`config.mk`:
```
export PLATFORM = sky130hd
export DESIGN_NAME = audio_chunk_fade_splicer_top
export DESIGN_NICKNAME = d
export VERILOG_FILES = /design/src/acfs_pkg.sv /design/src/acfs_front.sv /design/src/acfs_queue.sv /design/src/acfs_back.sv /design/src/audio_chunk_fade_splicer_top.sv
export SDC_FILE = /design/constraint.sdc
export NUM_CORES = 1
export LEC_CHECK = 0
export BUFFER_PORTS_ARGS = -buffer_cell sky130_fd_sc_hd__buf_4
export CAP_MARGIN = 20
export CORE_MARGIN = 4
export CORE_UTILIZATION = 65
export CTS_BUF_LIST = sky130_fd_sc_hd__clkbuf_4
export CTS_CLUSTER_DIAMETER = 200
export DETAILED_ROUTE_END_ITERATION = 16
export PLACE_DENSITY = 0.83
export RECOVER_POWER = 100
export REMOVE_ABC_BUFFERS = 1
export SLEW_MARGIN = 20
export SYNTH_ARGS = -nofsm -noshare
export SYNTH_HDL_FRONTEND = slang
export SYNTH_SLANG_ARGS = --single-unit
```
`constraint.sdc`:
```
create_clock -name clk -period 17.7 [get_ports clk]
set_input_delay 1.77 -clock clk [delete_from_list [all_inputs] [get_ports clk]]
set_output_delay 1.77 -clock clk [all_outputs]
set_load 0.1 [all_outputs]
```
`src/acfs_pkg.sv`:
```
// ----------------------------------------------------------------------------
// acfs_pkg: shared types and constants for the audio chunk fade splicer
// Field widths, register indexes, the job record passed from front to back,
// and the back-end state encoding.
// ----------------------------------------------------------------------------
package acfs_pkg;

  localparam int MAX_CHANNELS_DEF = 8;
  localparam int SAMPLE_BITS_DEF  = 16;

  localparam int FADE_W     = 12;  // fade_len register
  localparam int CHAN_W     = 4;   // chan_count register
  localparam int LEN_W      = 16;  // chunk_len / frame position
  localparam int ZRUN_W     = 15;  // zero_run result field
  localparam int WGT_W      = 17;  // weight, 65536 means 1.0
  localparam int WGT_FRAC   = 16;
  localparam int DIV_STEPS  = 17;  // one quotient bit per step
  localparam int CFG_IDX_W  = 2;
  localparam int CFG_DATA_W = 12;
  localparam int USER_W     = 2;   // {chunk_final, chunk_start}
  localparam int QUEUE_DEPTH = 2;

  localparam logic [CFG_IDX_W-1:0] REG_FADE_LEN   = CFG_IDX_W'(0);
  localparam logic [CFG_IDX_W-1:0] REG_CHAN_COUNT = CFG_IDX_W'(1);

  localparam int USER_START_BIT = 0;
  localparam int USER_FINAL_BIT = 1;

  // Work for one item: up to two weight divisions plus the zero-run count.
  typedef struct packed {
    logic                 in_div;
    logic [FADE_W-1:0]    in_num;
    logic [FADE_W-1:0]    in_den;
    logic                 out_div;
    logic [FADE_W-1:0]    out_num;
    logic [FADE_W-1:0]    out_den;
    logic [ZRUN_W-1:0]    zrun;
  } acfs_job_t;

  typedef enum logic [2:0] {
    BK_IDLE,
    BK_DIV,
    BK_MUL_IN,
    BK_MUL_OUT,
    BK_HOLD
  } acfs_bk_state_t;

endpackage

```
`src/acfs_front.sv`:
```
// ----------------------------------------------------------------------------
// acfs_front: item intake and classification
// Holds the configuration and chunk tracking state, decides which fade
// windows an item falls in and hands a job to the queue.
// ----------------------------------------------------------------------------
module acfs_front import acfs_pkg::*; #(
  parameter int MAX_CHANNELS = MAX_CHANNELS_DEF,
  parameter int SAMPLE_BITS  = SAMPLE_BITS_DEF
) (
  input  logic                   clk,
  input  logic                   rst_n,
  input  logic                   cfg_valid,
  input  logic [CFG_IDX_W-1:0]   cfg_index,
  input  logic [CFG_DATA_W-1:0]  cfg_data,
  input  logic                   accept,
  input  logic [SAMPLE_BITS-1:0] sample_in,
  input  logic                   chunk_start,
  input  logic [LEN_W-1:0]       chunk_len,
  input  logic                   chunk_final,
  output logic [SAMPLE_BITS-1:0] job_sample,
  output acfs_job_t              job
);

  localparam int CH_EW = $clog2(MAX_CHANNELS + 1);
  localparam int CNT_W = (CH_EW > CHAN_W) ? CH_EW : CHAN_W;
  localparam int CP_W  = (MAX_CHANNELS > 1) ? $clog2(MAX_CHANNELS) : 1;

  logic [FADE_W-1:0] fade_len_r;
  logic [CHAN_W-1:0] chan_count_r;
  logic [LEN_W-1:0]  frame_pos_r, frame_pos_nxt;
  logic [CP_W-1:0]   chan_pos_r, chan_pos_nxt;
  logic [LEN_W-1:0]  cur_len_r;
  logic              cur_final_r;
  logic              first_chunk_r;
  logic              in_first_r;

  logic [CNT_W-1:0]  ch_eff, cc_ext;
  logic [LEN_W-1:0]  fp, len;
  logic [CP_W-1:0]   cp;
  logic              opens, final_c, active, fin, fout;
  logic [FADE_W-1:0] win_in, win_out, idx_out;
  logic [LEN_W:0]    end_sum, over;
  logic [FADE_W+CNT_W-1:0] zprod;

  always_comb begin
    cc_ext = CNT_W'(chan_count_r);
    if (chan_count_r == '0) begin
      ch_eff = CNT_W'(1);
    end else if (cc_ext > CNT_W'(MAX_CHANNELS)) begin
      ch_eff = CNT_W'(MAX_CHANNELS);
    end else begin
      ch_eff = cc_ext;
    end
  end

  // Chunk header takes effect on the item that carries it.
  always_comb begin
    fp      = chunk_start ? '0 : frame_pos_r;
    cp      = chunk_start ? '0 : chan_pos_r;
    len     = chunk_start ? chunk_len : cur_len_r;
    opens   = chunk_start ? first_chunk_r : in_first_r;
    final_c = chunk_start ? chunk_final : cur_final_r;

    active  = fp < len;
    win_in  = ({{(LEN_W-FADE_W){1'b0}}, fade_len_r} < len) ? fade_len_r : len[FADE_W-1:0];
    win_out = opens ? win_in : fade_len_r;
    fin     = active && !opens && ({{(LEN_W-FADE_W){1'b0}}, win_in} > fp);
    end_sum = {1'b0, fp} + (LEN_W+1)'(win_out);
    fout    = active && !final_c && (end_sum >= {1'b0, len});
    over    = end_sum - {1'b0, len};
    idx_out = over[FADE_W-1:0];
    zprod   = fade_len_r * ch_eff;
  end

  always_comb begin
    job         = '0;
    job_sample  = sample_in;
    // a one-frame fade-in window mutes the sample
    if (fin && win_in <= FADE_W'(1)) begin
      job_sample = '0;
    end else if (fin) begin
      job.in_div = 1'b1;
      job.in_num = fp[FADE_W-1:0];
      job.in_den = win_in - FADE_W'(1);
    end
    if (fout && win_out > FADE_W'(1)) begin
      job.out_div = 1'b1;
      job.out_den = win_out - FADE_W'(1);
      job.out_num = win_out - FADE_W'(1) - idx_out;
    end
    if (chunk_start && !first_chunk_r) begin
      job.zrun = zprod[ZRUN_W-1:0];
    end
  end

  always_comb begin
    if (CNT_W'(cp) + CNT_W'(1) >= ch_eff) begin
      chan_pos_nxt  = '0;
      frame_pos_nxt = (fp == {LEN_W{1'b1}}) ? fp : fp + LEN_W'(1);
    end else begin
      chan_pos_nxt  = cp + CP_W'(1);
      frame_pos_nxt = fp;
    end
  end

  always_ff @(posedge clk) begin
    if (!rst_n) begin
      fade_len_r   <= '0;
      chan_count_r <= CHAN_W'(1);
    end else if (cfg_valid) begin
      unique case (cfg_index)
        REG_FADE_LEN:   fade_len_r   <= cfg_data[FADE_W-1:0];
        REG_CHAN_COUNT: chan_count_r <= cfg_data[CHAN_W-1:0];
        default: ;
      endcase
    end
  end

  always_ff @(posedge clk) begin
    if (!rst_n) begin
      frame_pos_r   <= '0;
      chan_pos_r    <= '0;
      cur_len_r     <= '0;
      cur_final_r   <= 1'b0;
      first_chunk_r <= 1'b1;
      in_first_r    <= 1'b1;
    end else if (accept) begin
      frame_pos_r <= frame_pos_nxt;
      chan_pos_r  <= chan_pos_nxt;
      if (chunk_start) begin
        cur_len_r     <= chunk_len;
        cur_final_r   <= chunk_final;
        first_chunk_r <= chunk_final;
        in_first_r    <= first_chunk_r;
      end
    end
  end

endmodule

```
`src/acfs_queue.sv`:
```
// ----------------------------------------------------------------------------
// acfs_queue: short job queue between front and back
// Small register FIFO so the intake and the arithmetic stall independently.
// ----------------------------------------------------------------------------
module acfs_queue import acfs_pkg::*; #(
  parameter int WIDTH = 8
) (
  input  logic             clk,
  input  logic             rst_n,
  input  logic             push,
  input  logic [WIDTH-1:0] push_data,
  input  logic             pop,
  output logic [WIDTH-1:0] pop_data,
  output logic             full,
  output logic             empty
);

  localparam int PTR_W = (QUEUE_DEPTH > 1) ? $clog2(QUEUE_DEPTH) : 1;
  localparam int CNT_W = $clog2(QUEUE_DEPTH + 1);

  logic [WIDTH-1:0] slot_r [QUEUE_DEPTH];
  logic [PTR_W-1:0] wr_ptr_r, rd_ptr_r;
  logic [CNT_W-1:0] count_r;

  assign full     = (count_r == CNT_W'(QUEUE_DEPTH));
  assign empty    = (count_r == '0);
  assign pop_data = slot_r[rd_ptr_r];

  always_ff @(posedge clk) begin
    if (push) begin
      slot_r[wr_ptr_r] <= push_data;
    end
  end

  always_ff @(posedge clk) begin
    if (!rst_n) begin
      wr_ptr_r <= '0;
      rd_ptr_r <= '0;
      count_r  <= '0;
    end else begin
      if (push) begin
        wr_ptr_r <= (wr_ptr_r == PTR_W'(QUEUE_DEPTH - 1)) ? '0 : wr_ptr_r + PTR_W'(1);
      end
      if (pop) begin
        rd_ptr_r <= (rd_ptr_r == PTR_W'(QUEUE_DEPTH - 1)) ? '0 : rd_ptr_r + PTR_W'(1);
      end
      if (push && !pop) begin
        count_r <= count_r + CNT_W'(1);
      end else if (pop && !push) begin
        count_r <= count_r - CNT_W'(1);
      end
    end
  end

endmodule

```
`src/acfs_back.sv`:
```
// ----------------------------------------------------------------------------
// acfs_back: weight division and sample scaling
// Two restoring dividers produce the fade-in and fade-out weights side by
// side, then the sample is scaled by each in turn and parked in the output
// register.
// ----------------------------------------------------------------------------
module acfs_back import acfs_pkg::*; #(
  parameter int SAMPLE_BITS = SAMPLE_BITS_DEF
) (
  input  logic                   clk,
  input  logic                   rst_n,
  input  logic                   q_empty,
  input  logic [SAMPLE_BITS-1:0] q_sample,
  input  acfs_job_t              q_job,
  output logic                   q_pop,
  output logic                   out_valid,
  input  logic                   out_ready,
  output logic [SAMPLE_BITS-1:0] out_sample,
  output logic [ZRUN_W-1:0]      out_zrun
);

  localparam int STEP_W = $clog2(DIV_STEPS);
  localparam int PROD_W = SAMPLE_BITS + WGT_W + 1;

  acfs_bk_state_t st_r, st_nxt;

  logic [SAMPLE_BITS-1:0] sample_r;
  acfs_job_t              job_r;
  logic [FADE_W-1:0]      rem_in_r, rem_out_r;
  logic [WGT_W-1:0]       q_in_r, q_out_r;
  logic [STEP_W-1:0]      step_r;
  logic                   out_valid_r;
  logic [SAMPLE_BITS-1:0] out_sample_r;
  logic [ZRUN_W-1:0]      out_zrun_r;

  logic                   slot_free, load_out, last_step;
  logic [FADE_W:0]        st_in, st_out;
  logic [WGT_W-1:0]       wgt;
  logic signed [PROD_W-1:0] prod, prod_adj, prod_sh;

  // One restoring step; the first step compares the numerator unshifted,
  // which yields the integer bit of the weight.
  function automatic logic [FADE_W:0] div_step(input logic [FADE_W-1:0] rem,
                                               input logic [FADE_W-1:0] den,
                                               input logic first);
    logic [FADE_W:0] t;
    logic [FADE_W:0] d;
    t = first ? {1'b0, rem} : {rem, 1'b0};
    d = {1'b0, den};
    if (t >= d) begin
      t = t - d;
      return {1'b1, t[FADE_W-1:0]};
    end
    return {1'b0, t[FADE_W-1:0]};
  endfunction

  assign slot_free = !out_valid_r || out_ready;
  assign last_step = (step_r == STEP_W'(DIV_STEPS - 1));
  assign st_in     = div_step(rem_in_r, job_r.in_den, step_r == '0);
  assign st_out    = div_step(rem_out_r, job_r.out_den, step_r == '0);

  always_comb begin
    st_nxt = st_r;
    unique case (st_r)
      BK_IDLE:    if (!q_empty) st_nxt = BK_DIV;
      BK_DIV:     if (last_step) st_nxt = BK_MUL_IN;
      BK_MUL_IN:  st_nxt = BK_MUL_OUT;
      BK_MUL_OUT: st_nxt = BK_HOLD;
      BK_HOLD:    if (slot_free) st_nxt = BK_IDLE;
      default:    st_nxt = BK_IDLE;
    endcase
  end

  always_comb begin
    q_pop    = 1'b0;
    load_out = 1'b0;
    unique case (st_r)
      BK_IDLE: q_pop    = !q_empty;
      BK_HOLD: load_out = slot_free;
      default: ;
    endcase
  end

  // Scale by the weight of the current pass, truncating toward zero.
  always_comb begin
    if (st_r == BK_MUL_IN) begin
      wgt = job_r.in_div ? q_in_r : WGT_W'(1 << WGT_FRAC);
    end else begin
      wgt = job_r.out_div ? q_out_r : WGT_W'(1 << WGT_FRAC);
    end
    prod     = $signed(sample_r) * $signed({1'b0, wgt});
    prod_adj = prod[PROD_W-1] ? prod + PROD_W'((1 << WGT_FRAC) - 1) : prod;
    prod_sh  = prod_adj >>> WGT_FRAC;
  end

  always_ff @(posedge clk) begin
    if (!rst_n) begin
      st_r <= BK_IDLE;
    end else begin
      st_r <= st_nxt;
    end
  end

  always_ff @(posedge clk) begin
    if (q_pop) begin
      sample_r  <= q_sample;
      job_r     <= q_job;
      rem_in_r  <= q_job.in_num;
      rem_out_r <= q_job.out_num;
      step_r    <= '0;
    end else if (st_r == BK_DIV) begin
      rem_in_r  <= st_in[FADE_W-1:0];
      rem_out_r <= st_out[FADE_W-1:0];
      q_in_r    <= {q_in_r[WGT_W-2:0], st_in[FADE_W]};
      q_out_r   <= {q_out_r[WGT_W-2:0], st_out[FADE_W]};
      step_r    <= step_r + STEP_W'(1);
    end else if (st_r == BK_MUL_IN || st_r == BK_MUL_OUT) begin
      sample_r  <= prod_sh[SAMPLE_BITS-1:0];
    end
  end

  always_ff @(posedge clk) begin
    if (!rst_n) begin
      out_valid_r <= 1'b0;
    end else if (load_out) begin
      out_valid_r <= 1'b1;
    end else if (out_ready) begin
      out_valid_r <= 1'b0;
    end
  end

  always_ff @(posedge clk) begin
    if (load_out) begin
      out_sample_r <= sample_r;
      out_zrun_r   <= job_r.zrun;
    end
  end

  assign out_valid  = out_valid_r;
  assign out_sample = out_sample_r;
  assign out_zrun   = out_zrun_r;

endmodule

```
`src/audio_chunk_fade_splicer_top.sv`:
```
// ----------------------------------------------------------------------------
// audio_chunk_fade_splicer_top: audio chunk splicer with linear fades
// Weights each interleaved sample for chunk fade-out / fade-in and reports
// the zero-sample run that precedes each later chunk.
// ----------------------------------------------------------------------------
// One sample in gives one sample out. In the back end each item is loaded,
// run through the weight division (a restoring divider producing one
// quotient bit per cycle, with fade-in and fade-out weights computed in
// parallel), scaled in two multiply passes and moved to the output register
// once it is free. The front end keeps accepting items while the two-entry
// queue has room, so up to four items can be in flight. Configure fade_len
// and chan_count only while the block is idle; cfg_ready is always high.
module audio_chunk_fade_splicer_top import acfs_pkg::*; #(
  parameter int MAX_CHANNELS = MAX_CHANNELS_DEF,
  parameter int SAMPLE_BITS  = SAMPLE_BITS_DEF
) (
  input  logic                  clk,
  input  logic                  rst_n,
  input  logic                  in_tvalid,
  output logic                  in_tready,
  // sample_in, chunk_len
  input  logic [((SAMPLE_BITS+LEN_W+7)/8)*8-1:0]  in_tdata,
  // chunk_start, chunk_final
  input  logic [USER_W-1:0]     in_tuser,
  output logic                  out_tvalid,
  input  logic                  out_tready,
  // sample_out, zero_run, zero pad
  output logic [((SAMPLE_BITS+ZRUN_W+7)/8)*8-1:0] out_tdata,
  input  logic                  cfg_valid,
  output logic                  cfg_ready,
  input  logic [CFG_IDX_W-1:0]  cfg_index,
  input  logic [CFG_DATA_W-1:0] cfg_data
);

  localparam int OUT_DW = ((SAMPLE_BITS + ZRUN_W + 7) / 8) * 8;
  localparam int JOB_W  = $bits(acfs_job_t);
  localparam int Q_W    = SAMPLE_BITS + JOB_W;

  logic                   accept, q_full, q_empty, q_pop;
  logic [SAMPLE_BITS-1:0] f_sample, b_sample, out_sample;
  acfs_job_t              f_job, b_job;
  logic [Q_W-1:0]         q_out;
  logic [ZRUN_W-1:0]      out_zrun;

  assign in_tready = !q_full;
  assign accept    = in_tvalid && in_tready;
  assign cfg_ready = 1'b1;

  acfs_front #(
    .MAX_CHANNELS (MAX_CHANNELS),
    .SAMPLE_BITS  (SAMPLE_BITS)
  ) u_front (
    .clk         (clk),
    .rst_n       (rst_n),
    .cfg_valid   (cfg_valid),
    .cfg_index   (cfg_index),
    .cfg_data    (cfg_data),
    .accept      (accept),
    .sample_in   (in_tdata[SAMPLE_BITS-1:0]),
    .chunk_start (in_tuser[USER_START_BIT]),
    .chunk_len   (in_tdata[SAMPLE_BITS+LEN_W-1:SAMPLE_BITS]),
    .chunk_final (in_tuser[USER_FINAL_BIT]),
    .job_sample  (f_sample),
    .job         (f_job)
  );

  acfs_queue #(
    .WIDTH (Q_W)
  ) u_queue (
    .clk       (clk),
    .rst_n     (rst_n),
    .push      (accept),
    .push_data ({f_job, f_sample}),
    .pop       (q_pop),
    .pop_data  (q_out),
    .full      (q_full),
    .empty     (q_empty)
  );

  assign b_sample = q_out[SAMPLE_BITS-1:0];
  assign b_job    = q_out[Q_W-1:SAMPLE_BITS];

  acfs_back #(
    .SAMPLE_BITS (SAMPLE_BITS)
  ) u_back (
    .clk        (clk),
    .rst_n      (rst_n),
    .q_empty    (q_empty),
    .q_sample   (b_sample),
    .q_job      (b_job),
    .q_pop      (q_pop),
    .out_valid  (out_tvalid),
    .out_ready  (out_tready),
    .out_sample (out_sample),
    .out_zrun   (out_zrun)
  );

  assign out_tdata = OUT_DW'({out_zrun, out_sample});

endmodule

```
Word-level counts from Yosys, hierarchy flattened
Memory sizes are Yosys's and may differ from the RTL's. A register that Yosys moved wholly into a read port is not among the register bits.
Cells that the tools add are included.
- memory bits (writable): 162
- flip-flop bits (word level): 213
- input port bits: 53
- word-level logic and storage cells: 159
- memories kept: 1
- output and inout bits: 35
- memory list (memory ; depth ; width ; rd ports ; clocked after memory_dff ; write ports ; line ; source):
    u_queue.slot_r ; 2 ; 81 ; 1 ; 1 ; 1 ; acfs_queue.sv:21 ; logic [WIDTH-1:0] slot_r [QUEUE_DEPTH];
- $mul: 2
- add/sub/neg operators: 16
- order comparisons: 10
- equal/unequal tests: 12
- bitwise logic cells: 1
- multiplexer cells: 54
- reductions and logical operators: 35
- operator list (kind ; number):
    $mux 16 ; 8
    $mux 12 ; 10
    $mux 25 ; 3
    $mux 13 ; 4
    $mux 17 ; 3
    $sub 12x12->12 ; 4
    $mul 16x18->34 ; 1
    $add 32x17->32 const B ; 1
    $mux 32 ; 1
    $ge 13x12->1 ; 2
    $sub 12x1->12 const B ; 2
    $add 16x12->17 ; 1
    $ge 17x16->1 ; 1
    $add 16x1->16 const B ; 1
    $eq 16x16->1 const B ; 1
    $gt 12x16->1 ; 1
    $lt 12x16->1 ; 1
    $lt 16x16->1 ; 1
    $mul 12x4->15 ; 1
    $mux 15 ; 1
    $mux 3 ; 5
    $pmux 3 s5 ; 1
    $mux 1 ; 14
    $gt 12x1->1 const B ; 1
    other kinds (30) ; 61

Longest topological paths before layout
Gate-level depths: netlist of the first run.
- word-level depth: 9
- depth in mapped cells: 39
- gate-level depth less buffers: 32

Cells and area by module
A second synthesis of the first run with hierarchy kept.
- cell total of the unflattened synthesis: 3169
- area, all modules: 31390.1 um2
- modules (own cells, without submodules) (module ; times used ; area each (um2) ; sequential area each (um2) ; cells an instance):
    acfs_back ; 1 ; 17143.9 ; 4564.4 ; 1792
    acfs_front ; 1 ; 8120.3 ; 1081.0 ; 1097
    acfs_queue ; 1 ; 6093.3 ; 4964.8 ; 274
    audio_chunk_fade_splicer_top ; 1 ; 32.5 ; 0.0 ; 6

Worst setup path after synthesis of the first run
OpenSTA, ideal clock, no wires.
- kind: input -> register
- start point: input port in_tuser[0]
- end point: memory u_queue.slot_r[0][52] (netlist name), data pin
- data required time: 17503 ps
- path buffers: 6
- cell stages on the path: 35
- path slack: 8708 ps
- library setup time: 197 ps
- data arrival time: 8794 ps
- path through: buf_1 -> buf_2 -> clkbuf_1 -> mux2_2 -> inv_1 -> ha_1 -> o211ai_1 -> a211oi_2 -> nor4b_4 -> a2111oi_4 -> clkbuf_1 -> clkbuf_1 -> nor2_1 -> a21oi_1 -> ha_1 -> inv_1 -> fa_1 -> nor2b_1 -> o21ai_0 -> a21boi_0 -> o211a_1 -> nor3_1 -> xnor2_1 -> ha_1 -> and3_1 -> nand3_1 -> nor2_1 -> o21ai_0 -> a21oi_1 -> nor3_1 -> a21oi_1 -> a211oi_1 -> or4_1 -> clkbuf_1 -> nor4_1
- RTL lines (item ; line ; source):
    start: declaration ; audio_chunk_fade_splicer_top.sv:24 ; input logic [USER_W-1:0] in_tuser,
    end: declaration ; acfs_queue.sv:21 ;

==> impl_metrics.json, run 1 <==
{
  "synth_xor_area_frac": 0.0367,
  "yosysWarnings": 0,
  "synthCells": 3043,
  "core_um2": 46700,
  "final_cell_mix": "inv_1 (405), nand2_1 (356), edfxtp_1 (308), ha_1 (258), fa_1 (242)",
  "grt_max_degree": 71,
  "holdPathStages": 0,
  "end_kind": "flip-flop",
  "die_h_um": 226,
  "layout-drive-gt1-share": 0.0914,
  "slew_headroom": -1.60,
  "dp_slack_ns": 8.35,
  "port_buffers": 85,
  "post_synth_instance_area_um2": 30800,
  "cts_num_sinks": 376,
  "period_needed_ns": 11.68,
  "synthArstFlopShare": 0,
  "gr-usage-met1": 0.357,
  "use_met2": 0.521,
  "antenna_found_initial": 1,
  "dpl.hpwl_um": 54900,
  "insertion_delay_ns": 0.87,
  "synth_area_leaders": "edfxtp_1 (30%), fa_1 (16%), ha_1 (10%), inv_1 (4.9%), dfxtp_1 (4.4%)",
  "synth_edf_count": 308,
  "yosysTopAreaCell": "edfxtp_1",
  "r2r_slack_ns": 8.11,
  "critPathSlowestCell": "clkbuf_1",
  "worstPathRequired_ns": 18.31,
  "worst_slack_ns": 6.02,
  "antenna_left": 0,
  "row_count": 79,
  "grt_use_total": 0.296,
  "die_area_um2": 50900,
  "gr-total-overflow": 0,
  "clockRootBuffer": "clkbuf_4",
  "critical-path-max-stage-delay_ns": 1.64,
  "final_util": 0.705,
  "ys_seq_area_frac": 0.345,
  "cts_tree": "built",
  "ys_seq_elements": 376,
  "final_nets": 3679,
  "grt_pass1_vias": 23800,
  "place.gp.congestion": 0.915,
  "r2r-start": "u_back.st_r[0]",
  "max_freq_mhz": 85.6,
  "drt_iter0_drc": 1533,
  "vias_per_cell": 5.89,
  "grtUsageMet3": 0.0479,
  "num_io_pins": 88,
  "synth.mux.area_fraction": 0.0396,
  "synth_compound_area_frac": 0.0917,
  "setup_tns_ns": 0,
  "holdPathEnd": "u_back.out_zrun[11]",
  "ctsResizeCount": 0,
  "arrival_ns": 12.29,
  "worstHoldStart": "u_back.job_r[11]",
  "wire_per_inst_um": 19.3,
  "synth_simple_gate_area_frac": 0.157,
  "period_share": 0.660,
  "synth_top_cell_area_share": 0.301,
  "clock_path_buffers": 3,
  "crit_path_frequent_cell": "clkbuf_1",
  "rsz0062_at_grt": "false",
  "synth_top_family_by_area": "adder cells",
  "cts_buffers": 98,
  "cts-hold-fix-buffers": 0,
  "synthAdderAreaFrac": 0.262,
  "htreeDepth": 3,
  "path_max_fanout": 48,
  "critPathLaunchType": "input port",
  "wl_um": 73700,
  "hold_class": "reg2reg",
  "worst_pin_slew_ns": 3.90,
  "timing.rr.end": "u_back.sample_r[15]",
  "hold_violations": 0,
  "yosys.cell_types.count": 86,
  "max-cap-violations": 10,
  "area_growth_pct": 6.96,
  "run_status": "finished with violations",
  "layout_commonest_cell": "inv_1",
  "cts_setup_buffers": 0,
  "vias": 22400,
  "violations": "capacitance limit, slew limit",
  "grt_pass1_wl_um": 120000,
  "finalMaxSlewViolations": 493,
  "initial_core_util": 0.659,
  "gr-max-usage-layer": "met2",
  "synth-main-ff-cell": "edfxtp_1",
  "finalSetupViolCount": 0,
  "clkTransAtPathRegs_ns": 0.07,
  "dr.pass1.iters": 5,
  "dieWidth_um": 226,
  "crit_type": "in2reg",
  "syn_avg_cell_area_um2": 10.1,
  "fin_skew_ns": 0.0819,
  "drc": 0,
  "worst-r2r-cell-count": 26
}
-- metrics by stage --
step                      instances  hold WS, ns  instance area, um2
after CTS                      3812        0.403               33200
after detailed placement       3633        0.405               31900
after global routing           3813        0.404               32900
final                          3813        0.389               32900
after global placement         3633        0.401               31900
after floorplan                2910        0.400               30200
-- cell usage after synthesis (6+ instances only) --
cell type,number
dfxtp_1,68
clkbuf_1,105
nor3_1,35
edfxtp_1,308
nor2b_1,74
nor4_1,14
a21o_1,38
inv_1,405
o22ai_1,7
o211ai_1,8
and2_1,168
or3_1,13
xor2_1,43
nand3_1,30
ha_1,258
nand2_1,356
nor2_1,150
a22oi_1,17
a211oi_1,27
mux2i_1,63
o21bai_1,11
nand4_1,29
o21ai_0,71
xnor2_1,84
o21a_1,14
mux2_2,51
a31oi_1,6
a2111oi_0,6
nand2b_1,27
o31ai_1,7
a22o_1,16
buf_1,12
or2_2,11
nor3b_1,6
a21boi_0,13
fa_1,242
and3_1,18
and4_1,9
a21oi_1,114
o211a_1,18
buf_2,9
-- worst max path at each step --
| stage | from | to | slack [ns] |
|---|---|---|---|
| global route | in_tuser[0] | u_queue.slot_r[1][52] | 5.17 |
| floorplan | u_back.st_r[1] | u_back.sample_r[15] | 8.98 |
| detailed placement | in_tuser[0] | u_queue.slot_r[0][52] | 8.35 |
| finish | in_tuser[0] | u_queue.slot_r[0][52] | 6.02 |
| CTS | u_back.st_r[0] | u_back.sample_r[15] | 8.40 |
| global placement | in_tuser[0] | u_queue.slot_r[0][52] | 8.65 |
-- per-layer routing --
metal  part of all wire  vias to the layer above
li1                   -                    10500
met1               0.39                    11000
met2               0.51                      799
met3              0.058                      190
met4              0.042                        0
met5                  0                        -
-- critical path: cells and delay by family --
family | cells | cell delay (ns)
buffers and inverters | 4 | 3.11
and+or+nand+nor | 12 | 2.89
AOI/OAI and AO/OA | 13 | 2.88
adders and majority gates | 3 | 1.14
muxes | 1 | 0.31
xor gates and xnor gates | 1 | 0.15
-- cells by family after synthesis --
kind of cell | after synthesis
AO/OA/AOI/OAI | 414
XOR/XNOR | 128
adder cells (fa/ha/maj) | 500
buffers and inverters | 541
flip-flops | 376
multiplexers | 115
other | 2
AND/OR/NAND/NOR | 967
-- flip-flops by register name, summed over array words and instances (netlist names), 2 cells and up, named ones only --
register             cells
u_back.job_r            41
u_back.out_sample       16
u_back.out_zrun         15
u_back.q_in_r           17
u_back.q_out_r          17
u_back.rem_in_r         12
u_back.rem_out_r        12
u_back.sample_r         16
u_back.st_r              3
u_back.step_r            5
u_front.cc_ext           4
u_front.chan_pos_r       3
u_front.cur_len_r       16
u_front.fade_len_r      12
u_front.frame_pos_r     16
u_queue.count_r          2
u_queue.slot_r         162
-- layout make-up --
type | instances | area [um2]
fillers | 3418 | 13700
multi-input cells | 2126 | 18000
clock inverters | 38 | 225
well taps | 607 | 759
clock buffers | 141 | 1060
flip-flops and latches | 376 | 10600
diodes | 1 | 2.50
inverters | 408 | 1530
repair buffers | 116 | 676
Power of run 1 is not shown: default switching activity piles up to over one toggle a cycle in this logic, so the estimate is an artifact.
==> run 2: changes to the inputs <==
--- a/config.mk
+++ b/config.mk
@@ -8,11 +8,11 @@
 export BUFFER_PORTS_ARGS = -buffer_cell sky130_fd_sc_hd__buf_4
 export CAP_MARGIN = 20
 export CORE_MARGIN = 4
-export CORE_UTILIZATION = 65
+export CORE_UTILIZATION = 59
 export CTS_BUF_LIST = sky130_fd_sc_hd__clkbuf_4
 export CTS_CLUSTER_DIAMETER = 200
 export DETAILED_ROUTE_END_ITERATION = 16
-export PLACE_DENSITY = 0.83
+export PLACE_DENSITY = 0.79
 export RECOVER_POWER = 100
 export REMOVE_ABC_BUFFERS = 1
 export SLEW_MARGIN = 20
==> constraint.sdc (replaced) <==
create_clock -name clk -period 10.6 [get_ports clk]
set_input_delay 1.06 -clock clk [delete_from_list [all_inputs] [get_ports clk]]
set_output_delay 1.06 -clock clk [all_outputs]
set_load 0.1 [all_outputs]
==> run 2 against run 1 <==
Against the previous run: the run still ends with capacitance limit, slew limit left; critical path depth down 9; register-to-register slack got worse by 6.9 ns; sequential cell count did not move; core utilization down 6.6 points; worst setup slack got worse by 4.8 ns; worst hold slack improved by 0.030 ns; first-iteration DRC count is 17% lower; critical path type is now reg2reg.
==> impl_metrics.json, run 2 (same netlist as run 1, synthesis figures left out) <==
{
  "r2r_slack_ns": 1.19,
  "wire_per_inst_um": 18.5,
  "drt_iter0_drc": 1269,
  "fin_hold_ws_ns": 0.419,
  "final_nets": 3675,
  "max_freq_mhz": 106,
  "end_kind": "flip-flop",
  "final_cell_mix": "inv_1 (404), nand2_1 (356), edfxtp_1 (308), ha_1 (258), fa_1 (242)",
  "setup_tns_ns": 0,
  "vias_per_cell": 5.75,
  "largest-register": "u_queue.slot_r",
  "r2r-start": "u_back.st_r[1]",
  "num_io_pins": 88,
  "critPathLaunchType": "flip-flop",
  "dp_cells": 3704,
  "antenna_left": 0,
  "cts-hold-fix-buffers": 0,
  "final_util": 0.639,
  "initial_core_util": 0.597,
  "arrival_ns": 9.86,
  "slew_headroom": -1.95,
  "dr.pass1.iters": 6,
  "period_needed_ns": 9.41,
  "grt_pass1_vias": 23900,
  "reg_top3": "u_queue.slot_r (162), u_back.job_r (41)",
  "finalMaxSlewViolations": 591,
  "clockRootBuffer": "clkbuf_4",
  "wl_um": 71700,
  "clock_path_buffers": 3,
  "core_um2": 51500,
  "die_h_um": 236,
  "worstPathRequired_ns": 11.05,
  "vias": 22300,
  "cts_tree": "built",
  "timing.rr.end": "u_back.sample_r[11]",
  "ctsResizeCount": 0,
  "gr-total-overflow": 0,
  "violations": "capacitance limit, slew limit",
  "dieWidth_um": 236,
  "grt_max_degree": 74,
  "row_count": 83,
  "antenna_found_initial": 3,
  "hold_violations": 0,
  "cts_buffers": 96,
  "setup.worst_path.end": "u_back.sample_r[11]",
  "fin_cells": 3874,
  "path_max_fanout": 16,
  "worst_pin_slew_ns": 4.42,
  "period_share": 0.888,
  "run_status": "finished with violations",
  "layout_commonest_cell": "inv_1",
  "die_area_um2": 55900,
  "grt_use_total": 0.259,
  "rsz0062_at_grt": "false",
  "hold_class": "reg2reg",
  "max-cap-violations": 13,
  "htreeDepth": 3,
  "place.gp.congestion": 0.980,
  "clkTransAtPathRegs_ns": 0.07,
  "crit_start": "u_back.st_r[1]",
  "area_growth_pct": 7.06,
  "drc": 0,
  "worst-r2r-cell-count": 25,
  "finalSetupViolCount": 0,
  "crit_type": "reg2reg",
  "worstHoldStart": "u_back.job_r[6]",
  "layout-drive-gt1-share": 0.0924,
  "largest_reg_flops": 162,
  "dpl.hpwl_um": 53200,
  "fin_skew_ns": 0.0932,
  "port_buffers": 85,
  "grt_pass1_wl_um": 118000,
  "cts_num_sinks": 376,
  "cts_setup_buffers": 0,
  "insertion_delay_ns": 0.86
}
-- run 2: cell count changes in the layout (fill, tap and decap cells not counted), sizes merged --
cell	before	now
clkinv	35	23
bufinv	2	1
buf	63	67
clkbuf	194	191
-- run 2: layout make-up --
class | count | area (um2)
clock buffers | 144 | 1080
repair buffers | 114 | 679
flip-flops and latches | 376 | 10600
inverters | 408 | 1530
diodes | 1 | 2.50
well taps | 680 | 851
clock inverters | 25 | 150
fillers | 4111 | 18600
multi-input cells | 2126 | 18000
-- run 2: how the worst min path moves through the flow --
| stage | to | slack (ns) | cells after the start |
|---|---|---|---|
| finish | u_back.out_zrun[6] | 0.42 | 0 |
| global route | u_front.fade_len_r[9] | 0.40 | 3 |
| CTS | u_front.fade_len_r[9] | 0.36 | 3 |
| detailed placement | u_back.out_zrun[6] | 0.40 | 0 |
| global placement | u_back.out_zrun[6] | 0.40 | 0 |
| floorplan | u_back.out_zrun[0] | 0.40 | 0 |
-- run 2: worst max-delay path, stage by stage (launching register included) --
cell	delay, ns
dfxtp_1	0.48
or3b_1	0.41
and2_0	0.50
a22o_1	0.64
and2_0	0.33
fa_1	0.55
inv_1	0.05
fa_1	0.51
fa_1	0.44
fa_1	0.55
inv_1	0.05
fa_1	0.50
inv_1	0.06
fa_1	0.53
inv_1	0.05
ha_1	0.38
o211ai_1	0.11
or3_1	0.43
o31a_1	0.37
o21ai_0	0.33
a31oi_1	0.15
xnor2_1	0.34
nand3_1	0.47
nor4b_1	0.55
xnor2_1	0.18
a21oi_1	0.08
-- run 2: stage by stage --
stage,cell area (um2),setup WS (ns)
after global placement,32000,1.62
after CTS,33200,1.55
after global routing,32900,0.606
after floorplan,30200,1.88
final,32900,1.19
after detailed placement,32000,1.36
-- run 2: per-layer routing --
| metal | GRT usage | wire length, um | up-vias |
|---|---|---|---|
| met1 | 0.316 | 28800 | 10900 |
| li1 | - | - | 10400 |
| met3 | 0.0393 | 3750 | 208 |
| met5 | 0 | 0 | - |
| met4 | 0.122 | 3050 | 0 |
| met2 | 0.453 | 36200 | 688 |
Power of run 2 is left out for the same reason.
